`src/hdl/swsend_pkg.sv`:
```
// shared types and codes for the sliding-window sender
package swsend_pkg;

  localparam int ID_W = 24;

  // bytes per packet on the wire, a power of two so the window math stays shifts
  localparam int PKT_BYTES = 1024;

  localparam logic [1:0] CMD_REQUEST = 2'd0;
  localparam logic [1:0] CMD_ACK     = 2'd1;
  localparam logic [1:0] CMD_CORRUPT = 2'd2;
  localparam logic [1:0] CMD_TIMEOUT = 2'd3;

  localparam logic [1:0] KIND_DATA  = 2'd0;
  localparam logic [1:0] KIND_FIN   = 2'd1;
  localparam logic [1:0] KIND_ABORT = 2'd2;

  localparam logic [1:0] MARK_NONE  = 2'd0;
  localparam logic [1:0] MARK_SENT  = 2'd1;
  localparam logic [1:0] MARK_ACKED = 2'd2;

  localparam logic REG_WINDOW = 1'b0;
  localparam logic REG_RETRY  = 1'b1;

  localparam logic [15:0] WINDOW_RESET = 16'd1000;
  localparam logic [3:0]  RETRY_RESET  = 4'd5;

  typedef struct packed {
    logic [1:0]      cmd;
    logic [ID_W-1:0] seq_number;
    logic [ID_W-1:0] packet_count;
  } in_item_t;

  typedef struct packed {
    logic [1:0]      kind;
    logic [ID_W-1:0] packet_id;
    logic [31:0]     byte_offset;
    logic [15:0]     payload_size;
    logic            final_packet;
    logic            last_of_run;
  } out_item_t;

endpackage

```
`src/hdl/sliding_window_sender_top.sv`:
```
// sliding-window ARQ sender: mark ring, window sequencer and output stage
//
//  channel | dir | handshake              | payload
//  in_     | in  | in_valid / in_stall    | in_item_t (cmd, seq_number, packet_count)
//  out_    | out | out_valid / out_stall  | out_item_t (kind, id, offset, size, flags)
//  cfg     | in  | psel/penable/pwrite    | window_bytes @0, retry_limit @4
//
// one request at a time; a corrupt notice clears the retry count and the sequencer stays idle
// request/ack: accept, mark, window advance (ring memory read then check per retired packet,
// then a stop), window check, offset divider, window slot scan (ring memory read then check)
// and wrap-up; FIN skips divider and scan
// timeout: accept, the same divider and scan, the retry count, then wrap-up
// downstream stall holds the scan; reset clears ring valid bits at once, no sweep
module sliding_window_sender_top
  import swsend_pkg::*;
#(
  parameter int HDR_BYTES  = 16,
  parameter int RING_DEPTH = 64,
  parameter int MAX_WINDOW = 32
) (
  input  logic        clk,
  input  logic        rst_n,
  input  logic        in_valid,
  output logic        in_stall,
  input  in_item_t    in_data,
  output logic        out_valid,
  input  logic        out_stall,
  output out_item_t   out_data,
  input  logic        psel,
  input  logic        penable,
  input  logic        pwrite,
  input  logic [2:0]  paddr,
  input  logic [31:0] pwdata,
  output logic [31:0] prdata,
  output logic        pready
);

  localparam int SLOT_W = (RING_DEPTH > 1) ? $clog2(RING_DEPTH) : 1;
  localparam int ADV_W  = $clog2(RING_DEPTH + 1);
  localparam int I_W    = $clog2(MAX_WINDOW + 1);
  localparam int MAX_PK = (65535 + PKT_BYTES - 1) / PKT_BYTES;
  localparam int PK_W   = $clog2(MAX_PK + 1);
  localparam logic [15:0] PAY_FULL = 16'(PKT_BYTES - HDR_BYTES);
  localparam logic [16:0] PKT_M1   = 17'(PKT_BYTES - 1);

  localparam logic [3:0] ST_IDLE     = 4'd0;
  localparam logic [3:0] ST_MARK     = 4'd1;
  localparam logic [3:0] ST_ADV_RD   = 4'd2;
  localparam logic [3:0] ST_ADV_CHK  = 4'd3;
  localparam logic [3:0] ST_AFTER    = 4'd4;
  localparam logic [3:0] ST_DIV_GO   = 4'd5;
  localparam logic [3:0] ST_DIV_WAIT = 4'd6;
  localparam logic [3:0] ST_EMIT_RD  = 4'd7;
  localparam logic [3:0] ST_EMIT_CHK = 4'd8;
  localparam logic [3:0] ST_ABORT    = 4'd9;
  localparam logic [3:0] ST_FINISH   = 4'd10;

  // configuration
  logic [15:0] wb_r;
  logic [3:0]  rl_r;
  logic        cfg_wr;

  assign pready = 1'b1;
  assign cfg_wr = psel && penable && pwrite;
  assign prdata = (paddr[2] == REG_RETRY) ? {28'd0, rl_r} : {16'd0, wb_r};

  always_ff @(posedge clk) begin
    if (!rst_n) begin
      wb_r <= WINDOW_RESET;
      rl_r <= RETRY_RESET;
    end else if (cfg_wr) begin
      if (paddr[2] == REG_WINDOW) wb_r <= pwdata[15:0];
      else                        rl_r <= pwdata[3:0];
    end
  end

  // window geometry from window_bytes
  logic [PK_W-1:0] pk;
  logic [I_W-1:0]  win;
  logic [15:0]     rem_b;
  logic [15:0]     diff_b;
  logic            small_win;
  logic [15:0]     sat_wb, sat_rem;

  always_comb begin
    pk        = PK_W'(({1'b0, wb_r} + PKT_M1) / PKT_BYTES);
    win       = (pk > PK_W'(MAX_WINDOW)) ? I_W'(MAX_WINDOW) : I_W'(pk);
    rem_b     = 16'(wb_r % PKT_BYTES);
    diff_b    = 16'(PKT_BYTES) - rem_b;
    small_win = ({1'b0, wb_r} <= 17'(PKT_BYTES));
    sat_wb    = (wb_r > 16'(HDR_BYTES)) ? wb_r - 16'(HDR_BYTES) : 16'd0;
    sat_rem   = (rem_b > 16'(HDR_BYTES)) ? rem_b - 16'(HDR_BYTES) : 16'd0;
  end

  // mark ring: data in memory, valid bits in flops
  logic [1:0]            mark_mem [RING_DEPTH];
  logic                  mem_we, mem_re;
  logic [SLOT_W-1:0]     mem_waddr, mem_raddr;
  logic [1:0]            mem_wdata;
  logic [1:0]            mem_rd_r;
  logic                  rd_vld_r;
  logic [RING_DEPTH-1:0] valid_r, valid_nxt;
  logic [1:0]            mark_q;

  always_ff @(posedge clk) begin
    if (mem_we) mark_mem[mem_waddr] <= mem_wdata;
    if (mem_re) begin
      mem_rd_r <= mark_mem[mem_raddr];
      rd_vld_r <= valid_r[mem_raddr];
    end
  end

  assign mark_q = rd_vld_r ? mem_rd_r : MARK_NONE;

  // divider handshake for the offset correction term
  logic            div_start, div_done;
  logic [ID_W-1:0] div_quot;
  logic [PK_W-1:0] div_rem;

  // sequencer state
  logic [3:0]        state_r, state_nxt;
  logic [ID_W-1:0]   seq_r, seq_nxt;
  logic              resend_r, resend_nxt;
  logic [ID_W:0]     base_r, base_nxt;
  logic [SLOT_W-1:0] bslot_r, bslot_nxt;
  logic [ID_W-1:0]   last_r, last_nxt;
  logic              started_r, started_nxt;
  logic [3:0]        retry_r, retry_nxt;
  logic [ADV_W-1:0]  adv_r, adv_nxt;
  logic [I_W-1:0]    idx_r, idx_nxt;
  logic [ID_W:0]     id_r, id_nxt;
  logic [SLOT_W-1:0] slot_r, slot_nxt;
  logic [ID_W-1:0]   d_r, d_nxt;
  logic [ID_W-1:0]   q_r, q_nxt;
  logic [PK_W-1:0]   r_r, r_nxt;
  logic [31:0]       prod_a_r, prod_a_nxt, prod_b_r, prod_b_nxt;
  logic [15:0]       size_r, size_nxt;
  logic              pend_v_r, pend_v_nxt;
  out_item_t         pend_r, pend_nxt;
  logic              out_v_r, out_v_nxt;
  out_item_t         out_r, out_nxt;

  logic              out_free, push;
  out_item_t         push_item, data_item, ctl_item;
  logic [ID_W:0]     seq_dist;
  logic [SLOT_W:0]   seq_slot_sum;
  logic [SLOT_W-1:0] seq_slot;
  logic              seq_in;
  logic [ID_W+15:0]  mul_a, mul_b;
  logic [15:0]       mul_a_k;
  logic              size_hit, emit;
  logic [3:0]        retry_inc;

  swsend_div #(.DEN_W(PK_W)) u_div (
    .clk   (clk),
    .rst_n (rst_n),
    .start (div_start),
    .num   (ID_W'(base_r - 1'b1)),
    .den   (pk),
    .done  (div_done),
    .quot  (div_quot),
    .rem   (div_rem)
  );

  assign out_free  = !out_v_r || !out_stall;
  assign in_stall  = (state_r != ST_IDLE);
  assign out_valid = out_v_r;
  assign out_data  = out_r;

  always_comb begin
    data_item              = '0;
    data_item.kind         = KIND_DATA;
    data_item.packet_id    = id_r[ID_W-1:0];
    data_item.byte_offset  = prod_a_r - prod_b_r;
    data_item.payload_size = size_r;
    data_item.final_packet = (id_r == {1'b0, last_r});
    ctl_item               = '0;
  end

  always_comb begin
    seq_dist     = {1'b0, seq_r} - base_r;
    seq_in       = ({1'b0, seq_r} >= base_r) && (seq_dist < (ID_W+1)'(RING_DEPTH)) &&
                   (seq_r <= last_r);
    seq_slot_sum = {1'b0, bslot_r} + {1'b0, seq_dist[SLOT_W-1:0]};
    seq_slot     = (seq_slot_sum >= (SLOT_W+1)'(RING_DEPTH)) ?
                   SLOT_W'(seq_slot_sum - (SLOT_W+1)'(RING_DEPTH)) : SLOT_W'(seq_slot_sum);
    mul_a_k      = small_win ? sat_wb : PAY_FULL;
    mul_a        = d_r * mul_a_k;
    mul_b        = small_win ? '0 : (q_r * diff_b);
    size_hit     = (d_r == {ID_W{1'b1}}) || (r_r == pk - 1'b1);
    retry_inc    = retry_r + 4'd1;
  end

  always_comb begin
    state_nxt   = state_r;
    seq_nxt     = seq_r;
    resend_nxt  = resend_r;
    base_nxt    = base_r;
    bslot_nxt   = bslot_r;
    last_nxt    = last_r;
    started_nxt = started_r;
    retry_nxt   = retry_r;
    adv_nxt     = adv_r;
    idx_nxt     = idx_r;
    id_nxt      = id_r;
    slot_nxt    = slot_r;
    d_nxt       = d_r;
    q_nxt       = q_r;
    r_nxt       = r_r;
    prod_a_nxt  = prod_a_r;
    prod_b_nxt  = prod_b_r;
    size_nxt    = size_r;
    pend_v_nxt  = pend_v_r;
    pend_nxt    = pend_r;
    valid_nxt   = valid_r;
    mem_we      = 1'b0;
    mem_waddr   = slot_r;
    mem_wdata   = MARK_SENT;
    mem_re      = 1'b0;
    mem_raddr   = slot_r;
    div_start   = 1'b0;
    push        = 1'b0;
    push_item   = pend_r;
    emit        = 1'b0;

    unique case (state_r)
      ST_IDLE: begin
        if (in_valid) begin
          seq_nxt    = in_data.seq_number;
          resend_nxt = 1'b0;
          unique case (in_data.cmd)
            CMD_CORRUPT: retry_nxt = '0;
            CMD_TIMEOUT: begin
              resend_nxt = 1'b1;
              if (started_r && (base_r > {1'b0, last_r})) begin
                pend_v_nxt    = 1'b1;
                pend_nxt      = ctl_item;
                pend_nxt.kind = KIND_FIN;
                state_nxt     = ST_FINISH;
              end else if (started_r) begin
                state_nxt = ST_DIV_GO;
              end else begin
                state_nxt = ST_ABORT;
              end
            end
            CMD_REQUEST: begin
              valid_nxt   = '0;
              base_nxt    = '0;
              bslot_nxt   = '0;
              last_nxt    = in_data.packet_count;
              started_nxt = 1'b1;
              retry_nxt   = '0;
              state_nxt   = ST_MARK;
            end
            CMD_ACK: begin
              if (started_r) begin
                retry_nxt = '0;
                state_nxt = ST_MARK;
              end
            end
            default: ;
          endcase
        end
      end
      ST_MARK: begin
        if (seq_in) begin
          mem_we              = 1'b1;
          mem_waddr           = seq_slot;
          mem_wdata           = MARK_ACKED;
          valid_nxt[seq_slot] = 1'b1;
        end
        adv_nxt   = '0;
        state_nxt = ST_ADV_RD;
      end
      ST_ADV_RD: begin
        if ((adv_r == ADV_W'(RING_DEPTH)) || (base_r > {1'b0, last_r})) begin
          state_nxt = ST_AFTER;
        end else begin
          mem_re    = 1'b1;
          mem_raddr = bslot_r;
          state_nxt = ST_ADV_CHK;
        end
      end
      ST_ADV_CHK: begin
        if (mark_q == MARK_ACKED) begin
          valid_nxt[bslot_r] = 1'b0;
          base_nxt           = base_r + 1'b1;
          bslot_nxt          = (bslot_r == SLOT_W'(RING_DEPTH - 1)) ? '0 : bslot_r + 1'b1;
          adv_nxt            = adv_r + 1'b1;
          state_nxt          = ST_ADV_RD;
        end else begin
          state_nxt = ST_AFTER;
        end
      end
      ST_AFTER: begin
        if (base_r > {1'b0, last_r}) begin
          pend_v_nxt    = 1'b1;
          pend_nxt      = ctl_item;
          pend_nxt.kind = KIND_FIN;
          state_nxt     = ST_FINISH;
        end else begin
          state_nxt = ST_DIV_GO;
        end
      end
      ST_DIV_GO: begin
        div_start = 1'b1;
        state_nxt = ST_DIV_WAIT;
      end
      ST_DIV_WAIT: begin
        if (div_done) begin
          idx_nxt   = '0;
          id_nxt    = base_r;
          slot_nxt  = bslot_r;
          d_nxt     = ID_W'(base_r - 1'b1);
          q_nxt     = div_quot;
          r_nxt     = div_rem;
          state_nxt = ST_EMIT_RD;
        end
      end
      ST_EMIT_RD: begin
        if ((idx_r == win) || (id_r > {1'b0, last_r})) begin
          state_nxt = resend_r ? ST_ABORT : ST_FINISH;
        end else begin
          mem_re     = 1'b1;
          mem_raddr  = slot_r;
          prod_a_nxt = mul_a[31:0];
          prod_b_nxt = mul_b[31:0];
          if (small_win)     size_nxt = sat_wb;
          else if (size_hit) size_nxt = (rem_b == 16'd0) ? PAY_FULL : sat_rem;
          else               size_nxt = PAY_FULL;
          state_nxt = ST_EMIT_CHK;
        end
      end
      ST_EMIT_CHK: begin
        emit = resend_r || (mark_q == MARK_NONE);
        // hold the scan while the staged result cannot move on
        if (!(emit && pend_v_r && !out_free)) begin
          if (emit) begin
            push       = pend_v_r;
            pend_v_nxt = 1'b1;
            pend_nxt   = data_item;
            if (!resend_r) begin
              mem_we            = 1'b1;
              mem_waddr         = slot_r;
              mem_wdata         = MARK_SENT;
              valid_nxt[slot_r] = 1'b1;
            end
          end
          idx_nxt  = idx_r + 1'b1;
          id_nxt   = id_r + 1'b1;
          slot_nxt = (slot_r == SLOT_W'(RING_DEPTH - 1)) ? '0 : slot_r + 1'b1;
          d_nxt    = d_r + 1'b1;
          if (d_r == {ID_W{1'b1}}) begin
            q_nxt = '0;
            r_nxt = '0;
          end else if (r_r == pk - 1'b1) begin
            q_nxt = q_r + 1'b1;
            r_nxt = '0;
          end else begin
            r_nxt = r_r + 1'b1;
          end
          state_nxt = ST_EMIT_RD;
        end
      end
      ST_ABORT: begin
        if (retry_inc >= rl_r) begin
          if (!(pend_v_r && !out_free)) begin
            push          = pend_v_r;
            pend_v_nxt    = 1'b1;
            pend_nxt      = ctl_item;
            pend_nxt.kind = KIND_ABORT;
            valid_nxt     = '0;
            base_nxt      = '0;
            bslot_nxt     = '0;
            last_nxt      = '0;
            started_nxt   = 1'b0;
            retry_nxt     = '0;
            state_nxt     = ST_FINISH;
          end
        end else begin
          retry_nxt = retry_inc;
          state_nxt = ST_FINISH;
        end
      end
      ST_FINISH: begin
        if (!pend_v_r) begin
          state_nxt = ST_IDLE;
        end else if (out_free) begin
          push                  = 1'b1;
          push_item.last_of_run = 1'b1;
          pend_v_nxt            = 1'b0;
          state_nxt             = ST_IDLE;
        end
      end
      default: state_nxt = ST_IDLE;
    endcase
  end

  always_comb begin
    out_v_nxt = out_v_r && out_stall;
    out_nxt   = out_r;
    if (push) begin
      out_v_nxt = 1'b1;
      out_nxt   = push_item;
    end
  end

  always_ff @(posedge clk) begin
    if (!rst_n) begin
      state_r   <= ST_IDLE;
      base_r    <= '0;
      bslot_r   <= '0;
      last_r    <= '0;
      started_r <= 1'b0;
      retry_r   <= '0;
      valid_r   <= '0;
      pend_v_r  <= 1'b0;
      out_v_r   <= 1'b0;
    end else begin
      state_r   <= state_nxt;
      base_r    <= base_nxt;
      bslot_r   <= bslot_nxt;
      last_r    <= last_nxt;
      started_r <= started_nxt;
      retry_r   <= retry_nxt;
      valid_r   <= valid_nxt;
      pend_v_r  <= pend_v_nxt;
      out_v_r   <= out_v_nxt;
    end
    seq_r    <= seq_nxt;
    resend_r <= resend_nxt;
    adv_r    <= adv_nxt;
    idx_r    <= idx_nxt;
    id_r     <= id_nxt;
    slot_r   <= slot_nxt;
    d_r      <= d_nxt;
    q_r      <= q_nxt;
    r_r      <= r_nxt;
    prod_a_r <= prod_a_nxt;
    prod_b_r <= prod_b_nxt;
    size_r   <= size_nxt;
    pend_r   <= pend_nxt;
    out_r    <= out_nxt;
  end

  // nothing may stay staged once the sequencer is back to idle
  a_pend_empty_idle: assert property (@(posedge clk) disable iff (!rst_n)
    !(state_r == ST_IDLE && pend_v_r))
    else $error("staged result left behind at idle");

  // the base never runs more than one past the last packet
  a_base_bound: assert property (@(posedge clk) disable iff (!rst_n)
    started_r |-> (base_r <= {1'b0, last_r} + 1'b1))
    else $error("window base past last packet plus one");

  // the base slot pointer stays inside the ring
  a_slot_range: assert property (@(posedge clk) disable iff (!rst_n)
    (bslot_r < SLOT_W'(RING_DEPTH - 1)) || (bslot_r == SLOT_W'(RING_DEPTH - 1)))
    else $error("base slot outside ring");

  // an abort leaves the transfer closed
  a_abort_closes: assert property (@(posedge clk) disable iff (!rst_n)
    (state_r == ST_ABORT && state_nxt == ST_FINISH && retry_inc >= rl_r) |=>
      (!started_r && base_r == '0))
    else $error("abort did not clear the transfer");

endmodule

```
`src/hdl/swsend_div.sv`:
```
// restoring divider, one quotient bit per cycle
module swsend_div
  import swsend_pkg::*;
#(
  parameter int DEN_W = 10
) (
  input  logic             clk,
  input  logic             rst_n,
  input  logic             start,
  input  logic [ID_W-1:0]  num,
  input  logic [DEN_W-1:0] den,
  output logic             done,
  output logic [ID_W-1:0]  quot,
  output logic [DEN_W-1:0] rem
);

  localparam int CNT_W = $clog2(ID_W + 1);

  logic [CNT_W-1:0] cnt_r, cnt_nxt;
  logic             busy_r, busy_nxt;
  logic             done_r, done_nxt;
  logic [ID_W-1:0]  quot_r, quot_nxt;
  logic [DEN_W:0]   rem_r, rem_nxt;
  logic [DEN_W:0]   trial;

  always_comb begin
    cnt_nxt  = cnt_r;
    busy_nxt = busy_r;
    done_nxt = 1'b0;
    quot_nxt = quot_r;
    rem_nxt  = rem_r;
    trial    = {rem_r[DEN_W-1:0], quot_r[ID_W-1]};
    if (start) begin
      busy_nxt = 1'b1;
      cnt_nxt  = CNT_W'(ID_W);
      quot_nxt = num;
      rem_nxt  = '0;
    end else if (busy_r) begin
      if (trial >= {1'b0, den}) begin
        rem_nxt  = trial - {1'b0, den};
        quot_nxt = {quot_r[ID_W-2:0], 1'b1};
      end else begin
        rem_nxt  = trial;
        quot_nxt = {quot_r[ID_W-2:0], 1'b0};
      end
      cnt_nxt = cnt_r - 1'b1;
      if (cnt_r == CNT_W'(1)) begin
        busy_nxt = 1'b0;
        done_nxt = 1'b1;
      end
    end
  end

  always_ff @(posedge clk) begin
    if (!rst_n) begin
      cnt_r  <= '0;
      busy_r <= 1'b0;
      done_r <= 1'b0;
    end else begin
      cnt_r  <= cnt_nxt;
      busy_r <= busy_nxt;
      done_r <= done_nxt;
    end
    quot_r <= quot_nxt;
    rem_r  <= rem_nxt;
  end

  assign done = done_r;
  assign quot = quot_r;
  assign rem  = rem_r[DEN_W-1:0];

endmodule
```
`config.mk`:
```
export PLATFORM = sky130hd
export DESIGN_NAME = sliding_window_sender_top
export DESIGN_NICKNAME = d
export VERILOG_FILES = /design/src/hdl/swsend_pkg.sv /design/src/hdl/sliding_window_sender_top.sv /design/src/hdl/swsend_div.sv
export SDC_FILE = /design/constraint.sdc
export NUM_CORES = 2
export LEC_CHECK = 0
export CORE_UTILIZATION = 55
export DETAILED_ROUTE_END_ITERATION = 16
export DONT_BUFFER_PORTS = 1
export MAX_ROUTING_LAYER = met4
export PLACE_DENSITY = 0.7
export SYNTH_ARGS = -nofsm -noshare
export SYNTH_HDL_FRONTEND = slang
export SYNTH_SLANG_ARGS = --single-unit
```
`constraint.sdc`:
```
create_clock -name clk -period 13.7 [get_ports clk]
set_input_delay 0.685 -clock clk [delete_from_list [all_inputs] [get_ports clk]]
set_output_delay 0.685 -clock clk [all_outputs]
set_load 0.01 [all_outputs]
```
# Word level (Yosys, flattened, before mapping)
# Memories as Yosys holds them, arrays and structs flattened. A register that Yosys moved wholly into a read port is not among the register bits.
# Index checks and enable logic that the tools add are counted.
# totals
reg_bits	545
ram_bits	128
inputBits	92
mem_count	1
# memory_table
name	depth	width	read_ports	rd_ports_with_merged_regs	write_ports	line	source
mark_mem	64	2	1	1	1	sliding_window_sender_top.sv:96	logic [1:0] mark_mem [RING_DEPTH];
# op_classes
addsub	22
mul	2
order_cmp	19
n_eq_ne	41
muxes	158
bitwise_logic	8
reduce_logical	50
# op_table
operator	count
$mux 76	8
$mux 64	9
$pmux 64 s5	1
$pmux 76 s4	1
$mux 24	12
$mux 25	7
$pmux 24 s2	3
$or 64x64->64	2
$mux 16	7
$mux 6	17
$pmux 25 s3	1
$and 64x64->64	1
$mul 24x16->32	2
$not 64->64	1
$mux 4	15
$add 25x1->25 const B	2
$gt 25x24->1	2
$pmux 25 s2	1
$add 24x1->24 const B	2
$pmux 4 s11	1
$mux 1	43
$mux 7	6
$sub 32x32->32	1
$lt 6x7->1 const B	4
other kinds (77)	151

# Depth between registers and ports, before layout
# depth
ltp_word	11
depth_mapped	33
ltp_nobuf	30

# By module
# A second synthesis with hierarchy kept.
# hier_totals
cells_unflattened	5932
area_unflattened_um2	55884.8
# modules_own_cells
mod	instances	cells_per_inst	area_each_um2	seq_area_each_um2
sliding_window_sender_top	1	5759	53879.2	17596.9
swsend_div	1	173	2005.7	1001.0

# Worst setup path before layout
# OpenSTA, ideal clock, no wires.
# synth_path
path_type	reg-to-reg
from	reg base_r[16]
to	reg pend_v_r
arrival_ps	10476
required_time_ps	13606
setup_slack_ps	3130
stages_incl_launch_ff	12
n_path_buf	0
synth_period_minus_slack_ps	10570
cell_sequence	dfxtp_1 ha_1 nand2_1 nor3_1 o2111ai_1 a31o_2 a21oi_1 o21ai_0 o21ai_0 nor4b_1 o22ai_1 a21oi_1
# synth_between
elab_chain_cells	4
# synth_lines
item	line	source
from (decl)	sliding_window_sender_top.sv:124	logic [ID_W:0] base_r, base_nxt;
from (signal assigned)	sliding_window_sender_top.sv:421	base_r <= base_nxt;
$gt 25x24->1 *	sliding_window_sender_top.sv:235, sliding_window_sender_top.sv:296	
$logic_and 1x1->1	sliding_window_sender_top.sv:235	if (started_r && (base_r > {1'b0, last_r})) begin
$ne 2x2->1 (no line)	-	
$reduce_and 9->1 (no line) *	-	
to (signal assigned)	sliding_window_sender_top.sv:427	pend_v_r <= pend_v_nxt;
to (decl)	sliding_window_sender_top.sv:138	logic pend_v_r, pend_v_nxt;
# Mark *: on every way between the ends. The rest lies on a longest branch, timed or not.
# A chain may end at the register's enable or synchronous reset.

# Final worst setup path
# layout_path
from	reg wb_r[0]
to	reg prod_a_r[31] (data pin)
# layout_between
elab_chain_cells	4
# layout_lines
item	line	source
from (decl)	sliding_window_sender_top.sv:59	logic [15:0] wb_r;
from (signal assigned)	sliding_window_sender_top.sv:72	if (paddr[2] == REG_WINDOW) wb_r <= pwdata[15:0];
$sub 16x5->16 / $gt 16x5->1 (equally long branches)	sliding_window_sender_top.sv:91	sat_wb = (wb_r > 16'(HDR_BYTES)) ? wb_r - 16'(HDR_BYTES) : 16'd0;
$mux 16	sliding_window_sender_top.sv:91	
$mux 16 *	sliding_window_sender_top.sv:187	mul_a_k = small_win ? sat_wb : PAY_FULL;
$mul 24x16->32 *	sliding_window_sender_top.sv:188	mul_a = d_r * mul_a_k;
named net mul_a[31]	sliding_window_sender_top.sv:149	logic [ID_W+15:0] mul_a, mul_b;
to (signal assigned)	sliding_window_sender_top.sv:439	prod_a_r <= prod_a_nxt;
to (decl)	sliding_window_sender_top.sv:136	logic [31:0] prod_a_r, prod_a_nxt, prod_b_r, prod_b_nxt;
# Mark *: on every way through the listed nets, which the timed path passes. The rest lies on a longest branch.

==> qor.yml <==
grt_pass1_vias: 43600
met3_usage_pct: 5.93
ys_seq_area_share_pct: 33.0
die_h_um: 322
ys.warnings.count: 0
min_to: "seq_r[0]$_DFFE_PP_"
combinationalPowerShare_pct: 62.6
rows: 117
hold_class: "input port to flip-flop"
ys_ff_latch: 674
synth_area_per_cell_um2: 9.48
required_ns: 14.10
period_share_pct: 67.6
netSwitchingFraction_pct: 46.3
holdPathStages: 0
path_delay_family: "adder cells"
p_clk_share_pct: 15.3
postCtsSetupBuffers: 0
routed_wl_um: 162000
fin_nets: 6760
critPathLaunchType: "flip-flop"
cts_tree: "done"
ir_worst_vdd_mv: 0.493
r2r_end: "prod_a_r[31]$_DFFE_PP_"
die_area_um2: 104000
setup-violations-final: 0
cp_slowest_cell: "and2_1"
power.internal_mw: 7.37
busiest_layer: "met2"
vias_per_cell: 6.07
fin_skew_ns: 0.0347
min_from: "in_data[24]"
cts_inserted_buffers: 77
grt-ovfl-total: 0
ff2ff_setup_slack_ns: 4.45
wire_per_inst_um: 22.2
p_switching_mw: 6.36
gp_congestion: 0.994
area_growth_syn_to_layout_pct: 7.38
drc: 0
dominantRegCellSynth: "edfxtp_1"
fin_util_pct: 59.5
cp_common_cell: "fa_1"
grt_antenna_before_repair: 8
portBuffers: 0
slew_headroom_pct: 9.18
synth_cell_types: 92
fp.coreArea_um2: 102000
reg2reg_depth: 28
drive_gt1_share_pct: 4.96
cp_max_fo: 27
drt-initial-drc-count: 4197
clock.fmax_mhz: 108
cpPeakStageDelay_ns: 0.84
hold_viol: 0
die_w_um: 322
path_buf_inv: 5
rr_startpoint: "wb_r[0]$_SDFFE_PN0P_"
clock_path_buffers: 3
ff_latch_area_um2: 18600
cellPowerDensity_nw_per_um2: 227
status: "finished, final reports clean"
fin_setup_tns_ns: 0
worst_pin_slew_ns: 1.35
critPathCaptureType: "flip-flop"
min_period_ns: 9.25
synth_cells: 5938
vias: 44100
grt_pass1_wl_um: 249000
fill_cells: 8729
dp_hpwl_um: 116000
finalMaxSlewViolations: 0
antenna_left: 0
ctsHoldBuffers: 0
crit_type: "flip-flop to flip-flop"
multi_input_comb_area_um2: 34100
synthArstFlopShare_pct: 0
cts.htree.levels: 3
grtUsageMet1_pct: 40.6
grt_max_degree: 101
post_cts_resized: 0
cts_sinks: 674
drt-pass1-iter-count: 10
clock-root-buffer: "clkbuf_16"
insertion_delay_ns: 0.67
rsz0062_at_grt: "no"
ios: 203
grtUsageMet2_pct: 50.6
initial_core_util_pct: 55.4
track_usage_pct: 32.2
clk_pin_slew_worst_paths_ns: 0.06
power_frac_seq_pct: 22.1
syn-cell-area_um2: 56300
synth-edff-count: 510
maxCapViolations: 0
leakage_nw: 26.3
arrival_ns: 9.65
==> per-stage QoR <==
step	total power [mW]	setup WS (ns)	area (um^2)	std cells	hold WS, ns
6_report	13.7	4.45	60500	7275	0.111
5_1_grt	14.9	4.00	60500	7273	0.0798
4_1_cts	13.7	4.48	60500	7270	0.0730
3_5_place_dp	11.6	4.50	57900	7130	0.405
3_3_place_gp	11.4	4.65	57900	7130	0.402
2_1_floorplan	9.42	3.13	56500	5989	0.400
==> routing by layer <==
layer | wire length, um | vias up
li1 | - | 19900
met1 | 64100 | 21700
met2 | 74600 | 2093
met3 | 14700 | 471
met4 | 8330 | 0
met5 | 0 | -
==> area by class of cell <==
class / count / area share (%)
Clock inverter: 39 / 0.714
Tap cell: 1368 / 2.83
Timing Repair Buffer: 91 / 1.13
Antenna cell: 5 / 0.0207
Sequential cell: 674 / 30.8
Clock buffer: 101 / 3.52
Multi-Input combinational cell: 4241 / 56.3
Inverter: 756 / 4.69
==> worst max path at each step <==
| stage | start | to | cells after the start |
|---|---|---|---|
| 5_1_grt | wb_r[0]$_SDFFE_PN0P_ | prod_a_r[31]$_DFFE_PP_ | 28 |
| 2_1_floorplan | base_r[16]$_SDFFE_PN0P_ | pend_v_r$_SDFFE_PN0P_ | 11 |
| 3_5_place_dp | wb_r[0]$_SDFFE_PN0P_ | prod_a_r[31]$_DFFE_PP_ | 28 |
| 3_3_place_gp | wb_r[0]$_SDFFE_PN0P_ | prod_a_r[31]$_DFFE_PP_ | 28 |
| 4_1_cts | wb_r[0]$_SDFFE_PN0P_ | prod_a_r[31]$_DFFE_PP_ | 28 |
| 6_report | wb_r[0]$_SDFFE_PN0P_ | prod_a_r[31]$_DFFE_PP_ | 28 |
==> cell usage after synthesis, types with 8 or more instances <==
library cell,n,area share (%)
a2111oi_0,8,0.12
a211oi_1,39,0.52
a21o_1,55,0.73
a21oi_1,305,2.7
a221o_1,99,1.8
a221oi_1,17,0.26
a31oi_1,25,0.28
a41oi_1,14,0.22
and2_1,201,2.2
and3_1,113,1.3
and4_1,12,0.19
buf_1,21,0.14
buf_2,9,0.080
buf_4,17,0.23
clkbuf_1,268,1.8
dfxtp_1,164,5.8
edfxtp_1,510,27
fa_1,477,17
ha_1,350,7.8
inv_1,753,5.0
mux2i_1,69,1.2
nand2_1,712,4.7
nand2b_1,39,0.43
nand3_1,175,1.6
nand3b_1,10,0.13
nand4_1,44,0.49
nor2_1,405,2.7
nor2b_1,57,0.63
nor3_1,98,0.87
nor3b_1,14,0.19
nor4_1,26,0.29
o211a_1,75,1.3
o211ai_1,9,0.12
o21a_1,40,0.53
o21ai_0,204,1.8
o21ai_1,8,0.071
o21bai_1,16,0.21
o22ai_1,13,0.14
o31ai_1,26,0.35
o32ai_1,8,0.12
or2_2,14,0.16
or3_1,13,0.14
or4_1,9,0.12
xnor2_1,192,3.0
xor2_1,82,1.3
==> cells by family (layout without fill, tap and decap cells) <==
family,after synthesis,count (layout),synth area share [%]
XOR/XNOR,274,274,4.26
multiplexers,76,76,1.37
AO/OA/AOI/OAI,1045,1045,12.8
buffers and inverters,1074,987,7.33
adder cells (fa/ha/maj),827,827,24.7
other,2,58,0.0133
flip-flops,674,674,33.0
AND/OR/NAND/NOR,1966,1966,16.5
==> power by group through the flow <==
stage	combinational, mW	clock (mW)	sequential (mW)
6_report	8.60	2.10	3.03
5_1_grt	9.66	2.20	3.05
4_1_cts	8.55	2.12	3.03
3_5_place_dp	8.49	0	3.07
3_3_place_gp	8.34	0	3.06
2_1_floorplan	6.44	0	2.98
==> flip-flops by register name, summed over array words and instances (netlist names), 7 cells and up <==
signal,flops
mark_mem,128
out_data,76
pend_r,75
valid_r,64
prod_a_r,32
prod_b_r,32
base_r,25
id_r,25
d_r,24
last_r,24
q_r,24
seq_r,24
u_div.quot,24
size_r,16
wb_r,16
adv_r,7
r_r,7
u_div.rem_r,7
==> cells in the final DEF, fill, tap and decap left out, types with 40 or more instances in the layout <==
cell type	instances
nand2_1	710
xnor2_1	185
clkbuf_16	79
conb_1	53
o21ai_0	200
xor2_1	82
fa_1	477
and2_1	201
dfxtp_1	164
ha_1	350
o21a_1	40
edfxtp_1	510
a21o_1	55
nand4_1	44
a221o_1	99
nor2b_1	56
nor2_1	401
and3_1	113
inv_1	751
o211a_1	75
buf_4	91
mux2i_1	69
nor3_1	87
nand3_1	173
a21oi_1	301
No activity file was read; power rests on OpenSTA's default activity.
